==> src/tbrl_pkg.sv <==
// Shared constants, codes and types for the token bucket rate limiter.
package tbrl_pkg;

    localparam int TOKEN_BITS     = 32;
    localparam int RATE_FRAC_BITS = 32;
    localparam int TIME_BITS      = 48;
    localparam int RATE_BITS      = 48;

    localparam int PROD_BITS  = TIME_BITS + RATE_BITS;
    localparam int FIXED_BITS = TOKEN_BITS + RATE_FRAC_BITS;

    // Operand split for the partial-product multiplier
    localparam int TIME_LO_BITS = TIME_BITS / 2;
    localparam int TIME_HI_BITS = TIME_BITS - TIME_LO_BITS;
    localparam int RATE_LO_BITS = RATE_BITS / 2;
    localparam int RATE_HI_BITS = RATE_BITS - RATE_LO_BITS;

    localparam int CFG_INDEX_BITS = 2;
    localparam int CFG_DATA_BITS  = RATE_BITS;

    localparam int QUEUE_DEPTH     = 2;
    localparam int QUEUE_PTR_BITS  = (QUEUE_DEPTH > 1) ? $clog2(QUEUE_DEPTH) : 1;
    localparam int QUEUE_CNT_BITS  = $clog2(QUEUE_DEPTH + 1);
    // Three front stages, the queue and the output register
    localparam int IN_FLIGHT_MAX   = 3 + QUEUE_DEPTH + 1;
    localparam int IN_FLIGHT_BITS  = $clog2(IN_FLIGHT_MAX + 1);

    // One token per second, rounded
    localparam longint unsigned UsecPerSec = 64'd1000000;
    localparam logic [RATE_BITS-1:0] DEFAULT_RATE =
        RATE_BITS'(((64'd1 << RATE_FRAC_BITS) + (UsecPerSec / 64'd2)) / UsecPerSec);

    localparam logic [TOKEN_BITS-1:0] CAPACITY_RESET = TOKEN_BITS'(1);
    localparam logic [RATE_BITS-1:0]  RATE_RESET     = RATE_BITS'(4295);

    // Request operations
    localparam logic [1:0] OP_ACQUIRE = 2'd0;
    localparam logic [1:0] OP_QUERY   = 2'd1;
    localparam logic [1:0] OP_RESET   = 2'd2;

    // Register indexes
    localparam logic [CFG_INDEX_BITS-1:0] REG_CAPACITY    = CFG_INDEX_BITS'(0);
    localparam logic [CFG_INDEX_BITS-1:0] REG_REFILL_RATE = CFG_INDEX_BITS'(1);

    // Commands handed from front to back
    localparam logic [1:0] CMD_REPORT  = 2'd0;
    localparam logic [1:0] CMD_ACQUIRE = 2'd1;
    localparam logic [1:0] CMD_FILL    = 2'd2;

    typedef struct packed {
        logic [1:0]            cmd;
        logic                  refill;
        logic [TOKEN_BITS-1:0] count;
        logic [PROD_BITS-1:0]  credit;
    } tbrl_word_t;

endpackage

==> src/tbrl_queue.sv <==
// Small FIFO between the front and back ends.
module tbrl_queue (
    input  logic                 aclk,
    input  logic                 aresetn,
    input  logic                 enq_valid,
    output logic                 enq_ready,
    input  tbrl_pkg::tbrl_word_t enq_word,
    output logic                 deq_valid,
    input  logic                 deq_ready,
    output tbrl_pkg::tbrl_word_t deq_word
);
    import tbrl_pkg::*;

    tbrl_word_t                mem [QUEUE_DEPTH];
    logic [QUEUE_PTR_BITS-1:0] wr_ptr_reg;
    logic [QUEUE_PTR_BITS-1:0] rd_ptr_reg;
    logic [QUEUE_CNT_BITS-1:0] count_reg;
    logic                      push;
    logic                      pop;

    assign enq_ready = (count_reg != QUEUE_CNT_BITS'(QUEUE_DEPTH));
    assign deq_valid = (count_reg != '0);
    assign deq_word  = mem[rd_ptr_reg];
    assign push      = enq_valid && enq_ready;
    assign pop       = deq_valid && deq_ready;

    always_ff @(posedge aclk) begin
        if (!aresetn) begin
            wr_ptr_reg <= '0;
            rd_ptr_reg <= '0;
            count_reg  <= '0;
        end else begin
            if (push) begin
                wr_ptr_reg <= (wr_ptr_reg == QUEUE_PTR_BITS'(QUEUE_DEPTH - 1)) ?
                              '0 : wr_ptr_reg + 1'b1;
            end
            if (pop) begin
                rd_ptr_reg <= (rd_ptr_reg == QUEUE_PTR_BITS'(QUEUE_DEPTH - 1)) ?
                              '0 : rd_ptr_reg + 1'b1;
            end
            if (push && !pop) begin
                count_reg <= count_reg + 1'b1;
            end else if (pop && !push) begin
                count_reg <= count_reg - 1'b1;
            end
        end
    end

    always_ff @(posedge aclk) begin
        if (push) begin
            mem[wr_ptr_reg] <= enq_word;
        end
    end

endmodule

==> config.mk <==
export PLATFORM = sky130hd
export DESIGN_NAME = tbrl_queue
export DESIGN_NICKNAME = d
export VERILOG_FILES = /design/src/tbrl_pkg.sv /design/src/tbrl_queue.sv
export SDC_FILE = /design/constraint.sdc
export NUM_CORES = 1
export LEC_CHECK = 0
export ABC_AREA = 1
export BUFFER_PORTS_ARGS = -buffer_cell sky130_fd_sc_hd__buf_2
export CORE_UTILIZATION = 25
export CTS_CLUSTER_SIZE = 25
export DETAILED_ROUTE_END_ITERATION = 16
export SYNTH_ARGS = -nofsm -noshare
export SYNTH_HDL_FRONTEND = slang
export SYNTH_SLANG_ARGS = --single-unit
==> constraint.sdc <==
create_clock -name aclk -period 6.35 [get_ports aclk]
set_input_delay 0.635 -clock aclk [delete_from_list [all_inputs] [get_ports aclk]]
set_output_delay 0.635 -clock aclk [all_outputs]
set_load 0.05 [all_outputs]
# Word level (Yosys, flattened, before mapping)
# Memories as Yosys holds them, arrays and structs flattened. A register that Yosys moved wholly into a read port is not among the register bits.
# Cells that the tools add are included.
[totals]
input_bits = 135
memories = 1
mem_bits_rw = 262
regBits = 4
word_cells = 25
[op_classes]
muxes = 8
n_addsub = 4
eq_ne = 1
reduce_logical = 8
[memory_table]
columns = ["memory", "words", "word_bits", "rd", "rd_clocked_by_memory_dff", "wr", "line", "text"]
rows = [
  ["mem", 2, 131, 1, 1, 1, "tbrl_queue.sv:14", "tbrl_word_t mem [QUEUE_DEPTH];"],
]
[op_table]
columns = ["operator", "n"]
rows = [
  ["1-bit 2-to-1 mux", 6],
  ["1-bit logical AND", 4],
  ["2-bit 2-to-1 mux", 2],
  ["2-bit nonzero test", 2],
  ["1-bit adder, second input constant", 2],
  ["2-bit by 1-bit adder with 2-bit output, second input constant", 1],
  ["1-bit logical NOT", 2],
  ["2-bit inequality test, second input constant", 1],
  ["2-bit by 1-bit subtractor with 2-bit output, second input constant", 1],
]

# Longest topological paths before layout
[depth]
depth_word = 6
mapped_depth = 11
ltp_nobuf = 11

# Worst setup path before layout
# No wires, ideal clock.
[synth_path]
path_type = "reg2reg"
from = "reg count_reg[0]"
to = "mem mem[0][0] in the netlist's numbering, enable pin"
synth_period_minus_slack_ps = 7038
setup_slack_ps = -688
setup_ps = 623
path_stages_with_launch = 5
path_buffers = 0
t_arrival_ps = 6414
path_cell_list = "dfxtp_1 -> inv_1 -> nand2_1 -> nand2_1 -> nor2_1"
[synth_between]
elab_chain_cells = 4
[synth_lines]
columns = ["item", "line", "text"]
rows = [
  ["start, declared", "tbrl_queue.sv:17", "logic [QUEUE_CNT_BITS-1:0] count_reg;"],
  ["start signal, assigned", "tbrl_queue.sv:42", "count_reg <= count_reg + 1'b1;"],
  ["start signal, assigned", "tbrl_queue.sv:44", "count_reg <= count_reg - 1'b1;"],
  ["2-bit inequality test", "tbrl_queue.sv:21", "assign enq_ready = (count_reg != QUEUE_CNT_BITS'(QUEUE_DEPTH));"],
  ["named net enq_ready", "tbrl_queue.sv:6", "output logic enq_ready,"],
  ["1-bit logical AND", "tbrl_queue.sv:24", "assign push = enq_valid && enq_ready;"],
  ["1-bit 2-to-1 mux", "tbrl_queue.sv:50", "if (push) begin"],
  ["1-bit 2-to-1 mux (not written as such)", "tbrl_queue.sv:51", "mem[wr_ptr_reg] <= enq_word;"],
  ["end, declared", "tbrl_queue.sv:14", ""],
]
# The timed path passes the listed nets, and every way through them passes these cells.

==> results by group <==
Logic synthesis
  – Cell taking the most area after synthesis: edfxtp_1
  – Syn Area/Cell: 22.6 um2
  – Count leader, synth: edfxtp_1
  – Sequential area share after synthesis: 79.1%
  – Area contributors post-synth: edfxtp_1 78%, mux2_4 13%, mux2_2 4.6%
  – Yosys Warn Count: 0
  – Synth top cells by count: 262 x edfxtp_1, 90 x mux2_4, 41 x mux2_2
  – Mapped Nets: 581
  – Mapped cell area: 10100 um2
  – Distinct cells, synth: 16
  – Ys async rst share: 0%
  – Post-synthesis register bit count: 267
  – Number of synthesized flops with an enable pin: 262
  – Syn Inst Count: 445
  – Top FF cell, synth: edfxtp_1
  – Yosys top cell area share: 78.1%

STA
  – Final setup viols: 0
  – Fmax: 0.296 GHz
  – Relative slew slack: 34.9%
  – Fin crit share: 53.2%
  – Setup ws final: 2970 ps
  – TNS Setup: 0 ps
  – Fin. max-slew vios: 0
  – Worst Tran Pin Value: 977 ps
  – RSZ-0062 raised after global routing: false
  – Final hold violation count: 0
  – Fin crit period: 3380 ps
  – Final Skew: 13.7 ps

Final layout
  – Area grow syn2layout: 28.7%
  – Final instance area: 13000 um2
  – Multi-input gate area in the final layout: 1940 um2
  – Sequential cell area: 7970 um2
  – Layout cells sized above 1: 59.5%
  – Final Util: 32.6%
  – Fin nets: 869
  – Max reg flops: 262
  – Layout fillers: 3888

Placed design
  – PortBufs: 267
  – Place WS: 3320 ps
  – HPWL after DPL: 12600 um
  – GPL Wtd Cong: 0.675
  – Dpl cell area: 12000 um2

Detailed routing
  – Pre-antenna DRT Iters: 4
  – Drc violations: 0
  – Antenna Violating Nets Remaining: 0
  – Drt wl/cell: 15.4 um
  – Via/cell ratio: 3.88
  – Final WL: 19700 um
  – Initial DRC count: 186
  – Vias: 4968

Global routing
  – Largest net degree at the start of global routing: 77
  – Vias in the first global route: 5328
  – Initial antenna violation count: 5
  – Total track usage: 9.39%
  – First-pass GRT wire length: 29600 um
  – Grt ovf: 0

Critical path
  – Crit Reg-Reg Startpoint: count_reg[0]
  – Delay-heaviest family, CP: flip-flops
  – Crit Path Max Fanout: 76
  – Critical path data arrival time: 2740 ps
  – Reg-to-reg slack, setup: 3620 ps
  – Crit path cell chain: buf_12 -> mux2_2 -> buf_2
  – WP buf/inv: 2
  – Critical path endpoint category: primary output
  – Crit-path slowest cell: dfxtp_4
  – Crit start category: register
  – Worst Setup Path Type: register to primary output
  – Slowest stage delay, CP: 950 ps
  – Critical path data required time: 5710 ps
  – Reg2Reg Capture Point: mem[0][122]
  – R2r worst-path depth: 5

Floorplan
  – Core Box Area: 39700 um2
  – Num rows: 73
  – Die width: 203 um
  – Initial Utilization: 25.3%
  – Die Ht: 203 um
  – Die Area: 41100 um2
  – Top Ports: 268

Clock network
  – Sink Count: 267
  – Hold bufs inserted after CTS: 0
  – CTS HTree Levels: 1
  – TritonCTS clock tree: yes
  – Clock tree buffer depth: 3
  – Number of setup buffers added after CTS: 0
  – Post-cts resize count: 0
  – Worst skew pair latency: 550 ps
  – Clk slew on worst S/H paths: 60 ps
  – CTS root buf: clkbuf_16
  – TritonCTS Buffers: 29

Min path
  – Hold EP: mem[1][121]
  – Hold Crit Depth: 1
  – Hold path start: enq_word[121]
  – Hold Crit Class: input pin to register

Pwr
  – Peak supply drop: 0.000242 V
  – PD cells: 455 nW/um2
  – Pleak: 4.92 nW
  – Design Power: 5.90 mW

Outcome
  – Status: completed

Job
  – Max-cap viol count: 0
[cell usage in the layout, fill, tap and decap left out, drive strengths merged]
cell type / instances
a21oi: 1
buf: 272
bufinv: 5
clkbuf: 33
clkinv: 12
clkinvlp: 2
dfxtp: 5
diode: 2
edfxtp: 262
ha: 1
inv: 8
mux2: 131
nand2: 9
nand3: 1
nand4: 1
nor2: 8
o21a: 1
o21ai: 2
[per-layer routing]
metal,global-route usage (%),routed length (um)
met2,15.2,9140
met5,0,41
met3,3.43,1720
met4,3.95,578
met1,11.2,8240
[metrics by stage]
step | instances | hold WS [ps]
floorplan | 445 | 467
global placement | 1227 | 474
detailed placement | 1227 | 487
CTS | 1279 | 225
global route | 1280 | 240
finish | 1281 | 271
[worst max path at each step]
| stage | slack (ps) | startpoint | cells past startpoint | to |
|---|---|---|---|---|
| after floorplan | -690 | count_reg[0] | 4 | mem[0][0] |
| after global placement | 3340 | enq_valid | 4 | mem[0][124] |
| after detailed placement | 3320 | enq_valid | 4 | mem[0][122] |
| after CTS | 2800 | register | 3 | deq_word[130] |
| after global routing | 2780 | register | 3 | deq_word[14] |
| final | 2970 | register | 3 | deq_word[14] |
[area by class of cell]
type | instances | area share [%]
flip-flops and latches | 267 | 61.5
multi-input cells | 155 | 15.0
repair buffers | 272 | 10.7
clock buffers | 33 | 5.72
well taps | 525 | 5.07
clock inverters | 19 | 1.75
inverters | 8 | 0.232
diodes | 2 | 0.0386
[kinds of logic (layout without fill, tap and decap cells)]
| kind of cell | Yosys count | in the layout | synth area share [%] |
|---|---|---|---|
| muxes | 131 | 131 | 18.0 |
| buffers and inverters | 23 | 332 | 1.76 |
| AOI/OAI and AO/OA | 4 | 4 | 0.224 |
| adders and majority gates | 1 | 1 | 0.124 |
| and+or+nand+nor | 19 | 19 | 0.746 |
| DFF | 267 | 267 | 79.1 |
| other | 0 | 2 | 0 |
[report_power, final]
group	switching, mW	internal [mW]
combinational	1.31	0.560
sequential	0.101	2.23
clock	0.661	1.04
(Power assumes the default switching activity.)
