`config.mk`:
```
export PLATFORM = sky130hd
export DESIGN_NAME = tbrl_back
export DESIGN_NICKNAME = d
export VERILOG_FILES = /design/src/tbrl_pkg.sv /design/src/tbrl_back.sv
export SDC_FILE = /design/constraint.sdc
export NUM_CORES = 1
export LEC_CHECK = 0
export ABC_AREA = 1
export BUFFER_PORTS_ARGS = -buffer_cell sky130_fd_sc_hd__buf_2
export CAP_MARGIN = 20
export CORE_UTILIZATION = 45
export DETAILED_ROUTE_END_ITERATION = 6
export PLACE_DENSITY_LB_ADDON = 0.25
export SLEW_MARGIN = 20
export SYNTH_ARGS = -nofsm -noshare
export SYNTH_HDL_FRONTEND = slang
export SYNTH_SLANG_ARGS = --single-unit
```
`constraint.sdc`:
```
create_clock -name aclk -period 17.1 [get_ports aclk]
set_input_delay 1.71 -clock aclk [delete_from_list [all_inputs] [get_ports aclk]]
set_output_delay 1.71 -clock aclk [all_outputs]
set_load 0.05 [all_outputs]
```
`src/tbrl_pkg.sv`:
```
// Shared constants, codes and types for the token bucket rate limiter.
package tbrl_pkg;

    localparam int TOKEN_BITS     = 32;
    localparam int RATE_FRAC_BITS = 32;
    localparam int TIME_BITS      = 48;
    localparam int RATE_BITS      = 48;

    localparam int PROD_BITS  = TIME_BITS + RATE_BITS;
    localparam int FIXED_BITS = TOKEN_BITS + RATE_FRAC_BITS;

    // Operand split for the partial-product multiplier
    localparam int TIME_LO_BITS = TIME_BITS / 2;
    localparam int TIME_HI_BITS = TIME_BITS - TIME_LO_BITS;
    localparam int RATE_LO_BITS = RATE_BITS / 2;
    localparam int RATE_HI_BITS = RATE_BITS - RATE_LO_BITS;

    localparam int CFG_INDEX_BITS = 2;
    localparam int CFG_DATA_BITS  = RATE_BITS;

    localparam int QUEUE_DEPTH     = 2;
    localparam int QUEUE_PTR_BITS  = (QUEUE_DEPTH > 1) ? $clog2(QUEUE_DEPTH) : 1;
    localparam int QUEUE_CNT_BITS  = $clog2(QUEUE_DEPTH + 1);
    // Three front stages, the queue and the output register
    localparam int IN_FLIGHT_MAX   = 3 + QUEUE_DEPTH + 1;
    localparam int IN_FLIGHT_BITS  = $clog2(IN_FLIGHT_MAX + 1);

    // One token per second, rounded
    localparam longint unsigned UsecPerSec = 64'd1000000;
    localparam logic [RATE_BITS-1:0] DEFAULT_RATE =
        RATE_BITS'(((64'd1 << RATE_FRAC_BITS) + (UsecPerSec / 64'd2)) / UsecPerSec);

    localparam logic [TOKEN_BITS-1:0] CAPACITY_RESET = TOKEN_BITS'(1);
    localparam logic [RATE_BITS-1:0]  RATE_RESET     = RATE_BITS'(4295);

    // Request operations
    localparam logic [1:0] OP_ACQUIRE = 2'd0;
    localparam logic [1:0] OP_QUERY   = 2'd1;
    localparam logic [1:0] OP_RESET   = 2'd2;

    // Register indexes
    localparam logic [CFG_INDEX_BITS-1:0] REG_CAPACITY    = CFG_INDEX_BITS'(0);
    localparam logic [CFG_INDEX_BITS-1:0] REG_REFILL_RATE = CFG_INDEX_BITS'(1);

    // Commands handed from front to back
    localparam logic [1:0] CMD_REPORT  = 2'd0;
    localparam logic [1:0] CMD_ACQUIRE = 2'd1;
    localparam logic [1:0] CMD_FILL    = 2'd2;

    typedef struct packed {
        logic [1:0]            cmd;
        logic                  refill;
        logic [TOKEN_BITS-1:0] count;
        logic [PROD_BITS-1:0]  credit;
    } tbrl_word_t;

endpackage

```
`src/tbrl_back.sv`:
```
// Back end: applies the credit to the bucket and drives the result register.
module tbrl_back (
    input  logic                            aclk,
    input  logic                            aresetn,
    input  logic                            in_valid,
    output logic                            in_ready,
    input  tbrl_pkg::tbrl_word_t            in_word,
    input  logic [tbrl_pkg::TOKEN_BITS-1:0] capacity,
    output logic                            m_valid,
    input  logic                            m_ready,
    output logic                            m_granted,
    output logic [tbrl_pkg::TOKEN_BITS-1:0] m_available
);
    import tbrl_pkg::*;

    logic [TOKEN_BITS-1:0]     token_count_reg;
    logic [TOKEN_BITS-1:0]     token_count_next;
    logic [RATE_FRAC_BITS-1:0] fraction_reg;
    logic [RATE_FRAC_BITS-1:0] fraction_next;
    logic [TOKEN_BITS-1:0]     cap_eff;
    logic [FIXED_BITS:0]       sum;
    logic                      overflow;
    logic                      fill;
    logic [TOKEN_BITS-1:0]     tc_refilled;
    logic [RATE_FRAC_BITS-1:0] frac_refilled;
    logic                      granted_next;
    logic                      take;

    logic                      m_valid_reg;
    logic                      m_granted_reg;
    logic [TOKEN_BITS-1:0]     m_available_reg;

    assign in_ready    = !m_valid_reg || m_ready;
    assign take        = in_valid && in_ready;
    assign m_valid     = m_valid_reg;
    assign m_granted   = m_granted_reg;
    assign m_available = m_available_reg;

    always_comb begin
        cap_eff = (capacity == '0) ? TOKEN_BITS'(1) : capacity;

        // Bucket as a fixed-point word, whole tokens over the fraction
        sum      = {1'b0, token_count_reg, fraction_reg}
                 + {1'b0, in_word.credit[FIXED_BITS-1:0]};
        overflow = |in_word.credit[PROD_BITS-1:FIXED_BITS];
        fill     = overflow || (sum[FIXED_BITS:RATE_FRAC_BITS] >= {1'b0, cap_eff});

        tc_refilled   = token_count_reg;
        frac_refilled = fraction_reg;
        if (in_word.refill) begin
            if (fill) begin
                tc_refilled   = cap_eff;
                frac_refilled = '0;
            end else begin
                tc_refilled   = sum[FIXED_BITS-1:RATE_FRAC_BITS];
                frac_refilled = sum[RATE_FRAC_BITS-1:0];
            end
        end

        granted_next     = 1'b0;
        token_count_next = tc_refilled;
        fraction_next    = frac_refilled;
        unique case (in_word.cmd)
            CMD_ACQUIRE: begin
                if (tc_refilled >= in_word.count) begin
                    token_count_next = tc_refilled - in_word.count;
                    granted_next     = 1'b1;
                end
            end
            CMD_FILL: begin
                token_count_next = cap_eff;
                fraction_next    = '0;
            end
            default: begin
            end
        endcase
    end

    always_ff @(posedge aclk) begin
        if (!aresetn) begin
            token_count_reg <= CAPACITY_RESET;
            fraction_reg    <= '0;
            m_valid_reg     <= 1'b0;
        end else begin
            if (take) begin
                token_count_reg <= token_count_next;
                fraction_reg    <= fraction_next;
            end
            if (in_ready) begin
                m_valid_reg <= in_valid;
            end
        end
    end

    always_ff @(posedge aclk) begin
        if (take) begin
            m_granted_reg   <= granted_next;
            m_available_reg <= token_count_next;
        end
    end

endmodule

```
== Yosys cells after proc, flatten, opt, wreduce, memory -nomap -nowiden ==
Cells that the tools add are included.
Word-level totals
  register bits: 98
  bits of input ports: 167
  output and inout bits: 35
Operators by class
  $add $sub $neg: 2
  $lt $le $gt $ge: 2
  equality and inequality tests: 2
  mux-type cells: 9
  reductions and logical operators: 8
Operator list (number)
  32-bit two-way mux: 7
  64-bit by 64-bit adder with 65-bit output: 1
  32-bit case mux with 2 select lines: 1
  33-bit by 32-bit >= comparator with 1-bit output: 1
  32-bit >= comparator: 1
  32-bit logical NOT: 1
  32-bit OR reduction: 1
  32-bit subtractor: 1
  2-bit by 1-bit == test with 1-bit output (second input constant): 1
  2-bit == test (second input constant): 1
  1-bit logical OR: 2
  2-bit AND reduction: 1
  2-bit nonzero test: 1
  1-bit logical AND: 1
  1-bit logical NOT: 1
  1-bit two-way mux: 1

== Depth between registers and ports, before layout ==
Gate-level depths: netlist of run 1.
  depth in word-level cells: 9
  gate-level depth with buffers: 62
  mapped depth without buffers: 61

== Least setup slack after synthesis of run 1 ==
Ideal clock, no wire load.
  path kind: input to register
  start point: input port in_word[0] in the netlist's numbering
  end point: register m_available_reg[27] (netlist: m_available[27]) (data pin)
  data arrival time: 6.950 ns
  slack: 9.900 ns
  stages on the path: 60
  buffers on the path: 2
  path through: ha_1 inv_1 fa_1 inv_1 nand3_1 nand2_1 nand2_1 nand2_2 nand3_1 nand2_1 nand2_1 nand2_1 nand3_1 nand2_1 nand2_1 nand3_1 nand2_1 ha_1 (+24 left out) fa_1 nand3_1 nand3_1 a21oi_2 inv_2 nand2_1 nand2_2 nand2_1 nand2_1 nand2_2 nand3_4 nand2_1 buf_4 nor2_1 nor2_1 nand2_1 nand2_1 inv_1
On the way
  word-level cells in the longest chain between the ends: 8
  elaborated cells on any way between the ends: 9
  classes of those cells: 2 x add/sub; 2 x order compare; 4 x mux; 1 x reduce/logical
RTL lines
  start: declaration: line tbrl_back.sv:7  | input tbrl_pkg::tbrl_word_t in_word,
  64-bit by 64-bit adder with 65-bit output *: line tbrl_back.sv:44  | + {1'b0, in_word.credit[FIXED_BITS-1:0]};
  33-bit by 32-bit >= comparator with 1-bit output: line tbrl_back.sv:46  | fill = overflow || (sum[FIXED_BITS:RATE_FRAC_BITS] >= {1'b0, cap_eff});
  1-bit logical OR: line tbrl_back.sv:46
  32-bit two-way mux *: line tbrl_back.sv:51  | if (fill) begin
  32-bit two-way mux *: line tbrl_back.sv:50  | if (in_word.refill) begin
  32-bit subtractor / 32-bit >= comparator (equally long branches): line tbrl_back.sv:66, tbrl_back.sv:65
  32-bit two-way mux: line tbrl_back.sv:65  | if (tc_refilled >= in_word.count) begin
  32-bit case mux with 2 select lines *: line tbrl_back.sv:63  | unique case (in_word.cmd)
  named net token_count_next[27]: line tbrl_back.sv:17  | logic [TOKEN_BITS-1:0] token_count_next;
  end signal: assignment: line tbrl_back.sv:98  | m_available_reg <= token_count_next;
  end: declaration: line tbrl_back.sv:31  | logic [TOKEN_BITS-1:0] m_available_reg;
Mark *: on every way through the listed nets, which the timed path passes. The rest lies on a longest branch.
A chain may end at the register's enable or synchronous reset.

== Final worst setup path of run 1 ==
  start point: input port in_word[0] in the netlist's numbering
  end point: register token_count_reg[25]
On the way
  word-level cells in the longest chain between the ends: 8
  elaborated cells on any way between the ends: 9
  classes of those cells: 2 x add/sub; 2 x order compare; 4 x mux; 1 x reduce/logical
RTL lines
  64-bit by 64-bit adder with 65-bit output *: line tbrl_back.sv:44
  33-bit by 32-bit >= comparator with 1-bit output: line tbrl_back.sv:46
  1-bit logical OR: line tbrl_back.sv:46
  32-bit two-way mux *: line tbrl_back.sv:51
  32-bit two-way mux *: line tbrl_back.sv:50
  32-bit subtractor / 32-bit >= comparator (equally long branches): line tbrl_back.sv:66, tbrl_back.sv:65
  32-bit two-way mux: line tbrl_back.sv:65
  32-bit case mux with 2 select lines *: line tbrl_back.sv:63
  end signal: assignment: line tbrl_back.sv:86  | token_count_reg <= token_count_next;
  end: declaration: line tbrl_back.sv:16  | logic [TOKEN_BITS-1:0] token_count_reg;
Every way passes the cells marked *; elsewhere a longest branch is shown, timed or not.

==> flow_summary.toml, run 1 <==
[logic_synthesis]
synth_area_mm2 = 0.01314
synth-seq-area-share = 0.1744
async_reset_ff_frac = 0
avgSynthCellArea_um2 = 6.028
ys.flop_type = "dfxtp_1"
ys_ff_latch = 98
synth_top_area_cell = "nand2_1"
synth_area_leaders = "nand2_1 (17%), ha_1 (12%), inv_1 (9.9%)"
syn_nets = 2479
yosys_warnings = 0
synth_top_area_frac = 0.1674
yosysUniqueCellTypes = 55
synthCells = 2180
synth_edf_count = 33

[clock_network]
cts_buffers = 9
cts_resized = 0
cts_setup_buffers = 0
cts_buffer_depth = 2
cts_root_buffer = "clkbuf_16"
clk_pin_slew_worst_paths_ps = 80
cts_tree = "built"
cts.sink_count = 98
cts_hold_buf = 0
clock_latency_ps = 380
h-tree-depth = 3

[grt]
antenna_found_initial = 0
grt_pass1_wl_um = 80420
grt_pass1_vias = 14290
gr-usage-all-layers = 0.3497
overflow = 0
grt_max_degree = 72

[floorplan]
die_w_um = 172.9
die_h_um = 172.9
io_pins = 202
die_area_mm2 = 0.02989
core_area_mm2 = 0.02870
start_util = 0.4578
rows = 62

[routing]
viasPerCell = 5.500
firstDrtPassIters = 6
routedWlPerCell_um = 19.38
ant_nets = 0
drtIter0Drc = 1293
drt-total-wl_um = 53220
num_vias = 15100
drcViolationCount = 0

[power]
p_leak_nw = 7.675
peakVddDrop_mv = 0.04131
power_density_mw_per_mm2 = 67.11

[timing]
worst_slew_pin_slew_ps = 1088
setup_viol = 0
period_minus_slack_ps = 9344
clock-skew-final_ps = 12.82
relSlewSlack = 0.2740
fmax_ghz = 0.1070
finalMaxSlewViolations = 0
rsz0062_at_grt = "false"
fin_setup_tns_ps = 0
timing.final.crit_share = 0.5464
hold_viol = 0

[critical_path]
start_kind = "primary input"
worstSetupPathType = "primary input to register"
critPathSlowestCell = "nand2_1"
arrival_ps = 9660
cp_top_family = "simple AND/OR/NAND/NOR gates"
critPathBufInv = 8
cpPeakStageDelay_ps = 560
r2r_cells = 45
critPathCaptureType = "register"
critPathMostFrequentCell = "nand2_1"
path_max_fanout = 36
reg2reg_from = "fraction_reg[0]"
timing.rr.end = "token_count_reg[25]"
r2r_slack_ps = 8830
required_ps = 17420

[min_path]
worstHoldPathCells = 2
worstHoldStart = "fraction_reg[4]"
holdPathEnd = "fraction_reg[4]"
hold_path_class = "register to register"

[placed_design]
dp_hpwl_um = 44860
io_buffers = 201
dp_cells = 2729
place_congestion = 1.023

[final_layout]
diodes = 0
drive_gt1_frac = 0.1389
nets = 2656
areaGrowthSynthToFinish_pct = 12.33
instances_no_fill = 2746

[job]
cap_violations = 0

[status]
status = "complete, no violations"
[power breakdown]
| group | switching [W] | total [W] | internal, W | leakage (nW) |
|---|---|---|---|---|
| combinational | 0.000333 | 0.000480 | 0.000147 | 6.65 |
| sequential | 0.0000113 | 0.000271 | 0.000260 | 0.859 |
| clock | 0.000108 | 0.000239 | 0.000131 | 0.165 |
| total | 0.000453 | 0.000991 | 0.000538 | 7.68 |
[metrics by stage]
stage | total power [W] | utilization | setup WS (ps) | instance area (µm²) | hold slack, ps
floorplan | 0.0005926 | - | 9900 | 13140 | 448.9
global placement | 0.0007435 | 0.5021 | 7663 | 14410 | 455.8
detailed placement | 0.0007440 | 0.5021 | 7583 | 14410 | 462.9
CTS | 0.0009841 | 0.5138 | 7953 | 14750 | 474.0
global route | 0.001044 | 0.5143 | 7232 | 14760 | 497.5
finish | 0.0009907 | 0.5143 | 7756 | 14760 | 472.8
[worst register-to-register path, delay by kind of cell (launching register included)]
family / cells / cell delay, ps
AOI/OAI and AO/OA: 2 / 630
buffers and inverters: 7 / 960
adders and majority gates: 4 / 1320
and+or+nand+nor: 32 / 4970
DFF: 1 / 340
[worst max path at each step]
stage / startpoint / end / slack (ps) / depth (start not counted)
2_1_floorplan: in_word[0] / m_available[27] / 9900 / 60
5_1_grt: in_word[0] / token_count_reg[25] / 7230 / 51
6_report: in_word[0] / token_count_reg[25] / 7760 / 46
3_5_place_dp: in_word[0] / token_count_reg[25] / 7580 / 46
4_1_cts: in_word[0] / m_available[1] / 7950 / 45
3_3_place_gp: in_word[0] / m_available[1] / 7660 / 49
[cell type report]
type                            count  area (µm²)
Clock buffer                       14       317.8
Clock inverter                      2       17.52
Fill cell                        3123       13940
Inverter                          362        1369
Multi-Input combinational cell   1680        9234
Sequential cell                    98        2292
Tap cell                          384       480.5
Timing Repair Buffer              206        1051
[cell usage after synthesis (7+ instances only)]
cell      count
nand2_1     586
inv_1       347
nor2_1      226
a21oi_1     202
ha_1        130
o21ai_0     112
nand3_1     109
dfxtp_1      65
xor2_1       46
edfxtp_1     33
nand3_2      29
nand2_2      22
nand4_1      21
nor4_1       21
clkbuf_1     18
o21bai_1     18
o22ai_1      18
nor3_1       16
o21ai_1      14
xnor2_1      14
inv_2        13
a31oi_1      12
a21oi_2      11
a21boi_0      8
a21o_1        8
buf_2         7
buf_6         7
[metal layers]
metal	part of all wire	up-vias	global-route usage
met5	0	-	0
met4	0.039	0	0.1445
met3	0.057	104	0.03408
met2	0.49	609	0.6206
met1	0.42	6944	0.4310
li1	-	7445	-
[cell usage in the layout, fill, tap and decap left out, drive strengths merged, types with 3 or more instances in the layout]
master,synthesis,final
a21o,8,8
and3,3,3
or2,7,7
o211ai,7,7
o22ai,18,18
nor4,21,21
o21bai,23,23
nand3b,6,6
nand2,610,610
nor3,18,18
dfxtp,65,65
o21ai,126,126
xor2,46,46
ha,130,130
inv,362,364
edfxtp,33,33
a31oi,12,12
nor2,234,234
a21boi,8,8
o21a,3,3
buf,22,206
a21oi,213,213
clkbuf,18,14
nand4,22,22
nand3,139,139
xnor2,14,14
[kinds of logic (layout without fill, tap and decap cells)]
group / Yosys count / count (layout) / synth area share
AOI/OAI and AO/OA: 427 / 427 / 0.1832
xor gates and xnor gates: 60 / 60 / 0.03999
adders and majority gates: 132 / 132 / 0.1268
buffers and inverters: 402 / 584 / 0.1229
DFF: 98 / 98 / 0.1744
and+or+nand+nor: 1061 / 1061 / 0.3527
No activity file was read; power rests on OpenSTA's default activity.
==> run 2: changes to the inputs <==
Settings changed: ABC_AREA 1 to 0.
Clock period 17.1 ns to 7.8 ns, I/O delays scaled along.
==> run 2 against run 1 <==
Against the previous run: the flow now finishes with violations (negative setup slack); count of clock-buffer cells in the layout shrank 5; combinational power grew to 2.9 times the previous value; synthesized cell count shrank 29%; worst hold slack gained 51 ps; cell area grew 21%; critical endpoint is now m_available[31]; largest cell class unchanged.
==> flow_summary.toml, run 2 <==
[status]
status = "finished with violations"
failed_checks = "negative setup slack"

[routing]
drtIter0Drc = 1472
drcViolationCount = 0
num_vias = 14490
firstDrtPassIters = 6
viasPerCell = 5.903
routedWlPerCell_um = 18.98
ant_nets = 0
drt-total-wl_um = 46600

[final_layout]
final_cell_mix = "buf_4 (402), buf_2 (197), nor2_1 (131)"
diodes = 0
n_fill_cell = 2093
fin_area_mm2 = 0.01779
instances_no_fill = 2455
multi_input_area_mm2 = 0.009936
drive_gt1_frac = 0.4136
layout.area.seq_mm2 = 0.002292
areaGrowthSynthToFinish_pct = 51.50
layout_commonest_cell = "buf_4"
nets = 2419

[critical_path]
critPathMostFrequentCell = "nand4_1"
arrival_ps = 8090
required_ps = 7940
critPathCaptureType = "register"
critPathSlowestCell = "or4_4"
path_max_fanout = 7
cpPeakStageDelay_ps = 570
worstSetupPathType = "primary input to register"
start_kind = "primary input"

[clock_network]
cts.sink_count = 98
cts_buffers = 9
cts_root_buffer = "clkbuf_16"
cts_hold_buf = 0
clock_latency_ps = 380
h-tree-depth = 3
cts_tree = "built"
clk_pin_slew_worst_paths_ps = 80
cts_buffer_depth = 2

[timing]
clock-skew-final_ps = 7.109
relSlewSlack = 0.3408
worst_slack_ps = -148.7
worst_slew_pin_slew_ps = 988.8
hold_viol = 0
rsz0062_at_grt = "true"
fin_setup_tns_ps = -1480
finalMaxSlewViolations = 0
period_minus_slack_ps = 7949
fmax_ghz = 0.1258
timing.final.crit_share = 1.019
setup_viol = 25

[grt]
grt_pass1_wl_um = 68550
gr-usage-all-layers = 0.3276
grt_max_degree = 84
overflow = 0
grt_pass1_vias = 13410
antenna_found_initial = 0

[logic_synthesis]
yosysUniqueCellTypes = 93
avgSynthCellArea_um2 = 7.590
synth_top_area_frac = 0.1385
synth_area_leaders = "ha_1 (14%), dfxtp_1 (11%), edfxtp_1 (8.4%)"
synth_commonest_cells = "a21oi_1 (150), nor2_1 (139), ha_1 (130)"
async_reset_ff_frac = 0
yosys_warnings = 0
synth_edf_count = 33
synth_area_mm2 = 0.01174
syn_nets = 1846
ys_ff_latch = 98
synthCells = 1547
ys.flop_type = "dfxtp_1"
yosysMostFrequentCell = "a21oi_1"
synth-seq-area-share = 0.1952
synth_top_area_cell = "ha_1"

[power]
power_density_mw_per_mm2 = 139.0
p_leak_nw = 8.229
peakVddDrop_mv = 0.1439
power_w = 0.002472

[placed_design]
dp_hpwl_um = 35590
dp_cells = 2390
io_buffers = 201
place_congestion = 0.9774
placed_area_mm2 = 0.01576

[floorplan]
die_area_mm2 = 0.02674
die_w_um = 163.5
io_pins = 202
die_h_um = 163.5
rows = 58
core_area_mm2 = 0.02540
start_util = 0.4623

[min_path]
hold_path_class = "register to register"

[job]
cap_violations = 0
[run 2: changes by cell type after synthesis, sizes merged, moves of 23 or more]
cell | previous run | this run
xnor2 | 14 | 51
a21o | 8 | 44
clkbuf | 18 | 46
nand3 | 139 | 36
o21a | 3 | 26
o21ai | 126 | 103
a21oi | 213 | 153
a22oi | 0 | 52
a211oi | 2 | 33
inv | 362 | 110
nor2 | 234 | 143
nor2b | 0 | 47
nand2 | 610 | 109
[run 2: repair_timing]
action                                  in CTS  in global routing
endpoints found under the setup margin      64                 65
cloned                                       1                  1
resized for setup                           46                222
endpoints found under the hold margin        0                  0
setup buffers                               14                 38
pin swaps                                   31                104
[run 2: cells by family after synthesis]
group,count (synthesis),share of synthesized area
mux,11,0.009697
simple gates,479,0.2032
buf+inv,181,0.06309
fa+ha+maj,132,0.1419
xor+xnor,80,0.05968
flops,98,0.1952
compound gates,566,0.3272
[run 2: where the power goes]
group | internal [W] | total, W | leakage [nW] | switching, W
registers | 0.000567 | 0.000595 | 0.860 | 0.0000282
logic | 0.000640 | 0.00139 | 7.22 | 0.000747
clock network | 0.000227 | 0.000489 | 0.147 | 0.000262
[run 2: final cells by class]
class                           count  share of cell area
Inverter                          110             0.02321
Clock buffer                        9             0.01266
Clock inverter                      7            0.003939
Timing Repair Buffer              632              0.2496
Sequential cell                    98              0.1289
Multi-Input combinational cell   1269              0.5586
Tap cell                          330             0.02321
[run 2: worst paths after layout]
| path | startpoint | to | slack [ps] | cells past startpoint |
|---|---|---|---|---|
| max reg2reg | token_count_reg[1] | m_available[31] | -20 | 37 |
| min | fraction_reg[25] | fraction_reg[25] | 520 | 2 |
| min reg2reg | fraction_reg[25] | fraction_reg[25] | 520 | 2 |
| max | in_word[20] | m_available[31] | -150 | 37 |
[run 2: stage by stage]
stage | setup WS [ps] | hold slack, ps | utilization
final | -148.7 | 523.8 | 0.7003
after floorplan | 2.292 | 448.2 | -
after CTS | -0.05151 | 498.3 | 0.6463
after global placement | -713.1 | 473.2 | 0.6206
after global routing | -424.7 | 555.2 | 0.7003
after detailed placement | -878.4 | 489.4 | 0.6206
[run 2: critical path: cells and delay by family]
kind | cells | cell delay [ps]
AOI/OAI and AO/OA | 14 | 2880
buffers and inverters | 6 | 890
adders and majority gates | 3 | 860
and+or+nand+nor | 14 | 2660
[run 2: routing by layer]
layer  share of wire  up-vias  wire length, µm  track usage
met5               0        -                0            0
li1                -     6904                -            -
met1            0.42     6814            19800       0.4329
met3           0.071      117             3327      0.04342
met4           0.037        0             1735       0.1317
met2            0.47      658            21740       0.5352
==> run 3: changes to the inputs <==
Settings changed: BUFFER_PORTS_ARGS -buffer_cell sky130_fd_sc_hd__buf_2 to unset, DONT_BUFFER_PORTS set to 1, SETUP_SLACK_MARGIN set to 0.4, SLEW_MARGIN 20 to unset.
==> run 3 against run 2 <==
Against the previous run: the flow still finishes with violations (negative setup slack); count of clock-buffer cells in the layout is the same; worst setup slack lost 85 ps; cell area shrank 5.6%; routed wire length grew 0.29%; non-clock buffer count shrank 165; cell count shrank 6.8%; worst hold slack lost 22 ps; global-route usage grew 0.31 points; combinational power shrank 10%; sequential share of layout area grew 0.77 points; sequential cell count is the same; clock power shrank 2%.
==> flow_summary.toml, run 3 (synthesized netlist as in run 2, its figures left out) <==
[min_path]
worstHoldPathCells = 2
hold_path_class = "register to register"

[floorplan]
rows = 58
die_area_mm2 = 0.02674
start_util = 0.4623
io_pins = 202
die_h_um = 163.5
core_area_mm2 = 0.02540
die_w_um = 163.5

[timing]
timing.final.crit_share = 1.030
hold_viol = 0
setup_viol = 48
worst_slack_ps = -233.8
relSlewSlack = 0.3270
worst_slew_pin_slew_ps = 1010
period_minus_slack_ps = 8034
finalMaxSlewViolations = 0
rsz0062_at_grt = "true"
fin_setup_tns_ps = -3745
clock-skew-final_ps = 15.72
fmax_ghz = 0.1245

[final_layout]
nets = 2254
instances_no_fill = 2289
drive_gt1_frac = 0.3548
final_cell_mix = "buf_4 (440), nor2_1 (132), a21oi_1 (117)"
areaGrowthSynthToFinish_pct = 43.08
n_fill_cell = 2118
layout_commonest_cell = "buf_4"
diodes = 0

[grt]
grt_pass1_vias = 13310
grt_max_degree = 85
overflow = 0
grt_pass1_wl_um = 69060
antenna_found_initial = 0
gr-usage-all-layers = 0.3306

[critical_path]
start_kind = "primary input"
critPathCaptureType = "register"
r2r_slack_ps = -210
cp-endpoint = "m_available[4]"
worstSetupPathType = "primary input to register"
required_ps = 7930
reg2reg_from = "fraction_reg[0]"
arrival_ps = 8160
critPathLaunch = "in_word[0]"
critPathSlowestCell = "or4_4"
timing.rr.end = "m_available[4]"
r2r_cells = 39
path_max_fanout = 7
cpPeakStageDelay_ps = 580

[status]
status = "finished with violations"
failed_checks = "negative setup slack"

[power]
intPower_w = 0.001405
seqPwrFrac = 0.277
clockPowerShare = 0.200
peakVddDrop_mv = 0.1157
power_density_mw_per_mm2 = 142.6
p_sw_w = 0.0009904
p_sw_frac = 0.4134
p_comb_frac = 0.523
p_leak_nw = 7.571

[clock_network]
cts.sink_count = 98
cts_tree = "built"
cts_buffers = 9
clock_latency_ps = 380
h-tree-depth = 3
clk_pin_slew_worst_paths_ps = 80
cts_buffer_depth = 2
cts_root_buffer = "clkbuf_16"

[routing]
firstDrtPassIters = 6
viasPerCell = 6.101
drtIter0Drc = 1635
drt-total-wl_um = 46730
drcViolationCount = 0
routedWlPerCell_um = 20.42
num_vias = 13970
ant_nets = 0

[placed_design]
dp_hpwl_um = 35050
io_buffers = 0
dp_slack_ps = -567.1
dp_cells = 2197
place_congestion = 0.9708

[job]
cap_violations = 0
==> run 3: cell types whose count changed in the layout (fill, tap and decap cells not counted), sizes merged <==
cell,previous run,this run
clkbuf,10,9
nor2,143,144
clkinv,3,2
a31oi,20,19
buf,631,467
==> run 3: worst max-delay path: cells and delay by family <==
| family | cells | cell delay (ps) |
|---|---|---|
| compound gates | 16 | 3210 |
| xor+xnor | 1 | 240 |
| fa+ha+maj | 4 | 1090 |
| buf+inv | 8 | 970 |
| simple gates | 10 | 1840 |
==> run 3: worst min-delay path by stage <==
stage	startpoint	end
3_3_place_gp	fraction_reg[25]	fraction_reg[25]
2_1_floorplan	fraction_reg[25]	fraction_reg[25]
3_5_place_dp	fraction_reg[25]	fraction_reg[25]
5_1_grt	aresetn	token_count_reg[0]
4_1_cts	fraction_reg[25]	fraction_reg[25]
6_report	fraction_reg[25]	fraction_reg[25]
==> run 3: what timing repair did <==
item,CTS,global route
pin swaps,70,75
hold buffers,0,0
buffers inserted,38,38
endpoints found under the setup margin,65,65
resized for setup,101,107
gates cloned,1,0
==> run 3: power groups by stage <==
stage	Clock (W)	Combinational [W]	Sequential, W
after floorplan	0	0.000613	0.000658
after detailed placement	0	0.00106	0.000672
after CTS	0.000477	0.00114	0.000661
after global placement	0	0.00104	0.000672
after global routing	0.000494	0.00134	0.000666
final	0.000479	0.00125	0.000664
==> run 3: layout make-up <==
class | instances | area, µm² | area share
inverter | 110 | 412.9 | 0.02458
timing repair buffer | 467 | 3640 | 0.2167
clock inverter | 6 | 57.56 | 0.003426
clock buffer | 9 | 225.2 | 0.01341
tap | 330 | 412.9 | 0.02458
sequential | 98 | 2293 | 0.1365
multi-input combinational | 1269 | 9758 | 0.5808
==> run 3: per-stage QoR <==
step	total power (W)	util	hold WS [ps]	cell area [µm²]
after floorplan	0.001271	-	448.2	11950
after global placement	0.001713	0.5886	473.9	14950
after detailed placement	0.001730	0.5890	472.2	14960
after CTS	0.002274	0.6290	502.4	15980
after global routing	0.002502	0.6614	536.9	16800
final	0.002396	0.6614	501.5	16800
==> run 3: per-layer routing <==
layer,track usage,up-vias,routed length (µm),share of wire
met2,0.5393,673,21570,0.46
met3,0.05967,151,3952,0.085
li1,-,6572,-,-
met5,0,-,0,0
met1,0.4221,6570,19240,0.41
met4,0.1490,0,1973,0.042
